### config.mk
export PLATFORM = sky130hd
export DESIGN_NAME = recency_ordered_tag_list
export DESIGN_NICKNAME = d
export VERILOG_FILES = /design/src/sv/rotl_pkg.sv /design/src/sv/rotl_tag_mem.sv /design/src/sv/rotl_seq.sv /design/src/sv/recency_ordered_tag_list.sv
export SDC_FILE = /design/constraint.sdc
export NUM_CORES = 1
export LEC_CHECK = 0
export BUFFER_PORTS_ARGS = -buffer_cell sky130_fd_sc_hd__clkbuf_2
export CORE_UTILIZATION = 45
export DETAILED_ROUTE_END_ITERATION = 16
export GPL_TIMING_DRIVEN = 0
export PLACE_DENSITY_LB_ADDON = 0.3
export SYNTH_ARGS = -nofsm -noshare
export SYNTH_HDL_FRONTEND = slang
export SYNTH_SLANG_ARGS = --single-unit
### constraint.sdc
create_clock -name clk -period 6.5 [get_ports clk]
set_clock_uncertainty 0.2 [all_clocks]
set_input_delay 0.325 -clock clk [delete_from_list [all_inputs] [get_ports clk]]
set_output_delay 0.325 -clock clk [all_outputs]
set_load 0.02 [all_outputs]
### src/sv/rotl_pkg.sv
// Shared types and codes for the recency-ordered tag list.
// Used by the sequencer, the top level and the checker. No dependencies.
package rotl_pkg;

    // Fixed widths of the interface fields.
    localparam int TAG_PORT_BITS = 32;
    localparam int CAP_BITS      = 5;
    localparam int COUNT_BITS    = 5;
    localparam int OP_BITS       = 3;

    // Capacity limit after reset.
    localparam logic [CAP_BITS-1:0] CAP_RESET = 5'd16;

    // Operation codes.
    localparam logic [OP_BITS-1:0] OP_INS_FRONT = 3'd0;
    localparam logic [OP_BITS-1:0] OP_INS_BACK  = 3'd1;
    localparam logic [OP_BITS-1:0] OP_REM_FRONT = 3'd2;
    localparam logic [OP_BITS-1:0] OP_REM_BACK  = 3'd3;
    localparam logic [OP_BITS-1:0] OP_FIND      = 3'd4;

    // Result status codes.
    typedef enum logic [1:0] {
        ST_OK        = 2'd0,
        ST_NOT_FOUND = 2'd1,
        ST_EMPTY     = 2'd2,
        ST_FULL      = 2'd3
    } rotl_status_t;

    // One result beat as the sequencer presents it.
    typedef struct packed {
        logic                  strobe;
        rotl_status_t          status;
        logic [COUNT_BITS-1:0] count;
        logic                  empty;
        logic                  full;
    } rotl_res_t;

endpackage

### src/sv/rotl_tag_mem.sv
// Tag storage for the recency list: one write port, one read port, registered read.
// Parameterized by depth and word width; no package dependencies.
module rotl_tag_mem #(
    parameter int DEPTH = 16,
    parameter int WIDTH = 32
) (
    input  logic                     clk,
    input  logic                     we,
    input  logic [$clog2(DEPTH)-1:0] waddr,
    input  logic [WIDTH-1:0]         wdata,
    input  logic [$clog2(DEPTH)-1:0] raddr,
    output logic [WIDTH-1:0]         rdata
);

    logic [WIDTH-1:0] mem [DEPTH];
    logic [WIDTH-1:0] rdata_reg;

    // Write port.
    always_ff @(posedge clk)
    begin
        if (we)
        begin
            mem[waddr] <= wdata;
        end
    end

    // Read port with registered data.
    always_ff @(posedge clk)
    begin
        rdata_reg <= mem[raddr];
    end

    assign rdata = rdata_reg;

endmodule

### src/sv/rotl_seq.sv
// Sequencer of the recency list: walks the tag memory one slot at a time with a
// shared pointer stepper and tag comparator. Depends on rotl_pkg and rotl_tag_mem.
module rotl_seq
    import rotl_pkg::*;
#(
    parameter int DEPTH    = 16,
    parameter int TAG_BITS = 32
) (
    input  logic                             clk,
    input  logic                             rst_n,
    input  logic                             start,
    input  logic [OP_BITS-1:0]               op_in,
    input  logic [TAG_PORT_BITS-1:0]         tag_in,
    input  logic [$clog2(DEPTH+1)-1:0]       limit,
    output logic                             busy,
    output rotl_res_t                        res
);

    localparam int AW = $clog2(DEPTH);
    localparam int CW = $clog2(DEPTH + 1);
    localparam int SW = (TAG_BITS < TAG_PORT_BITS) ? TAG_BITS : TAG_PORT_BITS;

    typedef enum logic [6:0] {
        S_IDLE     = 7'b0000001,
        S_SCAN_RD  = 7'b0000010,
        S_SCAN_CMP = 7'b0000100,
        S_MOVE_RD  = 7'b0001000,
        S_MOVE_WR  = 7'b0010000,
        S_PUT      = 7'b0100000,
        S_FIN      = 7'b1000000
    } state_t;

    state_t           state_reg, state_next;
    logic [OP_BITS-1:0] op_reg, op_next;
    logic [SW-1:0]    tag_reg, tag_next;
    logic [CW-1:0]    count_reg, count_next;
    logic [AW-1:0]    ptr_reg, ptr_next;
    logic             back_reg, back_next;
    rotl_status_t     status_reg, status_next;
    rotl_res_t        res_reg, res_next;

    logic             mem_we;
    logic [AW-1:0]    mem_waddr;
    logic [SW-1:0]    mem_wdata;
    logic [AW-1:0]    mem_raddr;
    logic [SW-1:0]    mem_rdata;

    logic [AW-1:0]    step;
    logic             hit;
    logic             ptr_last;
    logic             step_last;
    logic             is_insert;

    rotl_tag_mem #(
        .DEPTH (DEPTH),
        .WIDTH (SW)
    ) u_mem (
        .clk   (clk),
        .we    (mem_we),
        .waddr (mem_waddr),
        .wdata (mem_wdata),
        .raddr (mem_raddr),
        .rdata (mem_rdata)
    );

    // Shared pointer stepper and tag comparator.
    assign step      = back_reg ? (ptr_reg - AW'(1)) : (ptr_reg + AW'(1));
    assign hit       = (mem_rdata == tag_reg);
    assign ptr_last  = ((CW'(ptr_reg) + CW'(1)) == count_reg);
    assign step_last = ((CW'(step) + CW'(1)) == count_reg);
    assign is_insert = (op_reg == OP_INS_FRONT) || (op_reg == OP_INS_BACK);

    // Memory port control.
    always_comb
    begin
        mem_raddr = (state_reg == S_SCAN_RD) ? ptr_reg : step;
        mem_we    = (state_reg == S_MOVE_WR) || (state_reg == S_PUT);
        mem_waddr = ptr_reg;
        mem_wdata = (state_reg == S_PUT) ? tag_reg : mem_rdata;
    end

    // Next-state logic of the sequencer.
    always_comb
    begin
        state_next  = state_reg;
        op_next     = op_reg;
        tag_next    = tag_reg;
        count_next  = count_reg;
        ptr_next    = ptr_reg;
        back_next   = back_reg;
        status_next = status_reg;
        res_next    = res_reg;
        res_next.strobe = 1'b0;

        case (state_reg)
            S_IDLE:
            begin
                if (start)
                begin
                    op_next     = op_in;
                    tag_next    = tag_in[SW-1:0];
                    status_next = ST_OK;
                    ptr_next    = '0;
                    back_next   = 1'b0;
                    state_next  = S_FIN;
                    case (op_in)
                        OP_INS_FRONT, OP_INS_BACK:
                        begin
                            if (count_reg >= limit)
                            begin
                                status_next = ST_FULL;
                            end
                            else
                            begin
                                ptr_next  = count_reg[AW-1:0];
                                back_next = 1'b1;
                                if ((op_in == OP_INS_BACK) || (count_reg == '0))
                                begin
                                    state_next = S_PUT;
                                end
                                else
                                begin
                                    state_next = S_MOVE_RD;
                                end
                            end
                        end
                        OP_REM_FRONT, OP_REM_BACK:
                        begin
                            if (count_reg == '0)
                            begin
                                status_next = ST_EMPTY;
                            end
                            else if ((op_in == OP_REM_BACK) || (count_reg == CW'(1)))
                            begin
                                count_next = count_reg - CW'(1);
                            end
                            else
                            begin
                                state_next = S_MOVE_RD;
                            end
                        end
                        OP_FIND:
                        begin
                            if (count_reg == '0)
                            begin
                                status_next = ST_EMPTY;
                            end
                            else
                            begin
                                state_next = S_SCAN_RD;
                            end
                        end
                        default:
                        begin
                            state_next = S_FIN;
                        end
                    endcase
                end
            end

            S_SCAN_RD:
            begin
                state_next = S_SCAN_CMP;
            end

            // First match wins; a match at the front needs no move.
            S_SCAN_CMP:
            begin
                if (hit)
                begin
                    if (ptr_reg == '0)
                    begin
                        state_next = S_FIN;
                    end
                    else
                    begin
                        back_next  = 1'b1;
                        state_next = S_MOVE_RD;
                    end
                end
                else if (ptr_last)
                begin
                    status_next = ST_NOT_FOUND;
                    state_next  = S_FIN;
                end
                else
                begin
                    ptr_next   = step;
                    state_next = S_SCAN_RD;
                end
            end

            S_MOVE_RD:
            begin
                state_next = S_MOVE_WR;
            end

            // Copy the neighbor slot into the current one, then advance.
            S_MOVE_WR:
            begin
                ptr_next = step;
                if (back_reg)
                begin
                    state_next = (step == '0) ? S_PUT : S_MOVE_RD;
                end
                else if (step_last)
                begin
                    count_next = count_reg - CW'(1);
                    state_next = S_FIN;
                end
                else
                begin
                    state_next = S_MOVE_RD;
                end
            end

            S_PUT:
            begin
                if (is_insert)
                begin
                    count_next = count_reg + CW'(1);
                end
                state_next = S_FIN;
            end

            // Publish the result beat.
            S_FIN:
            begin
                res_next.strobe = 1'b1;
                res_next.status = status_reg;
                res_next.count  = COUNT_BITS'(count_reg);
                res_next.empty  = (count_reg == '0);
                res_next.full   = (count_reg >= limit);
                state_next      = S_IDLE;
            end

            default:
            begin
                state_next = S_IDLE;
            end
        endcase
    end

    // Control registers and the result beat.
    always_ff @(posedge clk or negedge rst_n)
    begin
        if (!rst_n)
        begin
            state_reg <= S_IDLE;
            count_reg <= '0;
            res_reg   <= '0;
        end
        else
        begin
            state_reg <= state_next;
            count_reg <= count_next;
            res_reg   <= res_next;
        end
    end

    // Payload and working registers.
    always_ff @(posedge clk)
    begin
        op_reg     <= op_next;
        tag_reg    <= tag_next;
        ptr_reg    <= ptr_next;
        back_reg   <= back_next;
        status_reg <= status_next;
    end

    assign busy = (state_reg != S_IDLE);
    assign res  = res_reg;

endmodule

### src/sv/recency_ordered_tag_list.sv
// Top level of the recency-ordered tag list: capacity register and result ports.
// Depends on rotl_pkg and rotl_seq.

// LRU recency stack for one cache set, most recent tag in slot 0. Issue an
// operation by raising start while busy is low; one result beat follows on
// done for exactly one cycle and cannot be stalled, so capture it when done is
// high. Tags live in a single-port-read memory and the sequencer moves one
// slot at a time (read, then write). Rejected inserts, removals from the back,
// removals or finds on an empty list and unused codes leave the memory alone;
// insert at the back writes one slot; insert at the front and removal from the
// front shift every entry; find scans from the front and moves a match at a
// later slot to the front. The capacity register may be written only while no
// operation is in flight.
module recency_ordered_tag_list
    import rotl_pkg::*;
#(
    parameter int DEPTH    = 16,
    parameter int TAG_BITS = 32
) (
    input  logic                     clk,
    input  logic                     rst_n,
    input  logic                     start,
    output logic                     busy,
    input  logic [OP_BITS-1:0]       operation,
    input  logic [TAG_PORT_BITS-1:0] tag,
    output logic                     done,
    output logic [1:0]               status,
    output logic [COUNT_BITS-1:0]    entry_count,
    output logic                     empty_flag,
    output logic                     full_flag,
    input  logic                     cfg_valid,
    output logic                     cfg_ready,
    input  logic [CAP_BITS-1:0]      capacity_limit
);

    localparam int CW = $clog2(DEPTH + 1);
    localparam int LW = (CW > CAP_BITS) ? CW : CAP_BITS;

    logic [CAP_BITS-1:0] cap_reg;
    logic [LW-1:0]       cap_ext;
    logic [LW-1:0]       lim_wide;
    logic [CW-1:0]       limit;
    rotl_res_t           res;

    // Capacity register; a write beat is taken at any time.
    always_ff @(posedge clk or negedge rst_n)
    begin
        if (!rst_n)
        begin
            cap_reg <= CAP_RESET;
        end
        else if (cfg_valid)
        begin
            cap_reg <= capacity_limit;
        end
    end

    assign cfg_ready = 1'b1;

    // A limit of zero acts as one, and a limit above the depth as the depth.
    always_comb
    begin
        cap_ext = LW'(cap_reg);
        if (cap_ext == '0)
        begin
            lim_wide = LW'(1);
        end
        else if (cap_ext > LW'(DEPTH))
        begin
            lim_wide = LW'(DEPTH);
        end
        else
        begin
            lim_wide = cap_ext;
        end
        limit = lim_wide[CW-1:0];
    end

    rotl_seq #(
        .DEPTH    (DEPTH),
        .TAG_BITS (TAG_BITS)
    ) u_seq (
        .clk    (clk),
        .rst_n  (rst_n),
        .start  (start),
        .op_in  (operation),
        .tag_in (tag),
        .limit  (limit),
        .busy   (busy),
        .res    (res)
    );

    // Result beat.
    assign done        = res.strobe;
    assign status      = res.status;
    assign entry_count = res.count;
    assign empty_flag  = res.empty;
    assign full_flag   = res.full;

endmodule

==> flow_metrics.env <==
export IMPL_outcome="complete, no violations"
export IMPL_antenna_left=0
export IMPL_p_comb_share_pct=49.9
export IMPL_syn_area_um2=26730
export IMPL_synth_compound_area_share_pct=5.787
export IMPL_dieHeight_um=245.7
export IMPL_crit_fanout=10
export IMPL_grt_max_degree=33
export IMPL_synth_simple_area_share_pct=12.13
export IMPL_power_share_sequential_pct=30.1
export IMPL_slew_limit_headroom_pct=22.69
export IMPL_synth_mux_area_share_pct=10.06
export IMPL_grt_pass1_wl_um=110700
export IMPL_worst_pin_slew_ns=1.160
export IMPL_dieWidth_um=245.7
export IMPL_fmax_ghz=0.2266
export IMPL_synth_most_common_cell="edfxtp_1"
export IMPL_yosysTopAreaCell="edfxtp_1"
export IMPL_yosysUniqueCellTypes=74
export IMPL_critical_path_top_delay_family="buffers and inverters"
export IMPL_postPlaceCellArea_um2=28500
export IMPL_cts_buffers=61
export IMPL_synthCells=1944
export IMPL_vdd_drop_max_v=0.0002680
export IMPL_die_area_um2=60370
export IMPL_synth_seq_area_share_pct=67.07
export IMPL_cpPeakStageDelay_ns=0.92
export IMPL_synth_xor_area_share_pct=1.718
export IMPL_hold_path_class="input pin to async pin"
export IMPL_drive_above_1_share_pct=12.77
export IMPL_critPathArrivalTime_ns=4.76
export IMPL_synthTopCellsByArea="edfxtp_1 (62%), mux2i_1 (6.9%), nand2_1 (4.9%)"
export IMPL_postCtsSetupBuffers=0
export IMPL_detail_route_iter0_violations=1857
export IMPL_synth_yosys_warnings=0
export IMPL_antenna_found_initial=1
export IMPL_fin_hold_ws_ns=0.05817
export IMPL_drv_slew=0
export IMPL_root_buffer="clkbuf_16"
export IMPL_drc=0
export IMPL_syn_num_nets=2005
export IMPL_p_sw_share_pct=43.51
export IMPL_cap_violations=0
export IMPL_synth_edff_count=553
export IMPL_synth_top_family_by_area="simple AND/OR/NAND/NOR gates"
export IMPL_clkPwrFrac_pct=20.0
export IMPL_wl_per_cell_um=25.58
export IMPL_crit_required_ns=6.84
export IMPL_power_internal_uw=10080
export IMPL_yosys_area_top_type_share_pct=62.13
export IMPL_tns_ns=0
export IMPL_rows=88
export IMPL_vias_per_cell=5.992
export IMPL_clk_latency_ns=0.65
export IMPL_criticalPathCategory="register to register"
export IMPL_final_nets=2193
export IMPL_drt_wl_total_um=75470
export IMPL_clock_sinks=612
export IMPL_syn_to_final_growth_pct=16.11
export IMPL_vias=17680
export IMPL_cts_buffer_depth=3
export IMPL_rsz0062_at_grt="false"
export IMPL_ys_seq_elements=612
export IMPL_post_dp_hpwl_um=52340
export IMPL_gr_usage_all_layers_pct=25.13
export IMPL_pin_count=56
export IMPL_grt_pass1_vias=17770
export IMPL_finalWeightedCongestion=0.9374
export IMPL_clkSlewWorstSetupHoldPaths_ns=0.06
export IMPL_cp_slowest_cell="clkbuf_1"
export IMPL_final_setup_viol_count=0
export IMPL_leakagePower_uw=0.01083
export IMPL_fillers=4761
export IMPL_htree_levels=2
export IMPL_fin_crit_sh_pct=67.90
export IMPL_initial_core_util_pct=45.97
export IMPL_path_cells="fa_1, clkbuf_1, clkbuf_1, clkbuf_1, mux2i_1, mux4_2, o211ai_1"
export IMPL_powerDensity_nw_per_um2=575.2
export IMPL_fin_crit_ns=4.414
export IMPL_largest_register_ffs=512
export IMPL_drtPass1Iterations=9
export IMPL_yosys_top_cells_count="edfxtp_1 (553), nand2_1 (348), mux2i_1 (184)"
export IMPL_fin_area_um2=31030
export IMPL_final_hold_viol_count=0
export IMPL_grt_remaining_overflow=0
export IMPL_port_buffers=54
export IMPL_path_buf_inv=3
export IMPL_synth_top_flop_cell="edfxtp_1"
export IMPL_synthArstFlopShare_pct=4.412
export IMPL_startpoint_type="register"
export IMPL_power_switching_uw=7767
export IMPL_crit_top_cell="clkbuf_1"
export IMPL_critPathCaptureType="register"
export IMPL_core_um2=58140
export IMPL_syn_area_per_cell_um2=13.75
export IMPL_yosys_area_share_adder_pct=0.8240
export IMPL_cts_tree="done"
[routing by layer]
metal	global-route usage (%)	wire length, um	up-vias
met5	0	13	-
met4	10.78	3016	2
li1	-	-	7833
met2	41.21	36220	840
met1	33.22	30080	8843
met3	3.820	6145	163
[cell families (layout without fill, tap and decap cells)]
group,Yosys count,in the layout
AOI/OAI and AO/OA,202,202
xor gates and xnor gates,50,50
adders and majority gates,17,17
buffers and inverters,143,384
DFF,612,612
muxes,227,227
other,1,2
and+or+nand+nor,692,692
[cell usage in the layout (no fill, tap or decap), drive strengths merged, types with 5 or more instances in the layout]
master / n
nor3: 10
dfxtp: 32
o22ai: 28
inv: 12
nand2: 348
mux4: 31
bufinv: 7
nand3: 141
a21oi: 10
buf: 73
a211oi: 26
mux2: 10
o31ai: 5
a31oi: 18
edfxtp: 553
dlygate4sd3: 48
a311o: 9
a32oi: 33
xnor2: 46
nor2: 32
nand3b: 5
o211ai: 31
dfrtp: 25
o21ai: 13
clkinv: 27
and2: 25
a2111oi: 10
and3: 34
mux2i: 186
nand4: 64
clkbuf: 216
ha: 16
nand2b: 9
[final timing paths]
| check | cells past startpoint | startpoint | end | slack, ns |
|---|---|---|---|---|
| setup / recovery | 7 | u_seq.back_reg$_SDFFCE_PP1P_ | u_seq.u_mem.rdata[26]$_DFF_P_ | 2.09 |
| hold / removal | 2 | rst_n | u_seq.res[7]$_DFFE_PN0P_ | 0.06 |
| setup reg to reg | 7 | u_seq.back_reg$_SDFFCE_PP1P_ | u_seq.u_mem.rdata[26]$_DFF_P_ | 2.09 |
| hold reg to reg | 2 | u_seq.status_reg[1]$_SDFFCE_PP0P_ | u_seq.res[8]$_DFFE_PN0P_ | 0.25 |
| max in group asynchronous | 2 | rst_n | u_seq.res[0]$_DFFE_PN0P_ | 5.59 |
| min in group clk | 2 | tag[11] | u_seq.tag_reg[11]$_DFFE_PP_ | 0.19 |
[power groups by stage]
| stage | registers [uW] | clock network (uW) | logic (uW) |
|---|---|---|---|
| 2_1_floorplan | 5390 | 0 | 5440 |
| 3_3_place_gp | 5440 | 0 | 8480 |
| 3_5_place_dp | 5440 | 0 | 8710 |
| 4_1_cts | 5360 | 3610 | 8780 |
| 5_1_grt | 5390 | 3740 | 9430 |
| 6_report | 5370 | 3570 | 8910 |
[through the flow]
step                cells  worst slack [ns]  power, uW  utilization (%)
finish               2951             2.086      17850            53.38
global route         2950             1.986      18560            53.37
CTS                  2950             2.190      17750            53.37
detailed placement   2786             2.228      14160            49.03
global placement     2763           -0.6435      13920            48.08
floorplan            1944             2.018      10830                -
[final cells by class]
cell class,count,area (um^2),area share (%)
flip-flops and latches,612,17920,57.76
multi-input cells,1189,8275,26.67
clock buffers,81,1652,5.322
repair buffers,125,1189,3.830
well taps,765,957.2,3.084
plain buffers,131,589.3,1.899
clock inverters,35,392.9,1.266
inverters,12,50.05,0.1613
diodes,1,2.502,0.008064
[timing repair]
item | in CTS | in global routing
endpoints found under the hold margin | 72 | 0
gates resized for setup | 0 | 0
hold buffers | 48 | 0
setup endpoints to repair | 0 | 0
(Power assumes the default switching activity.)
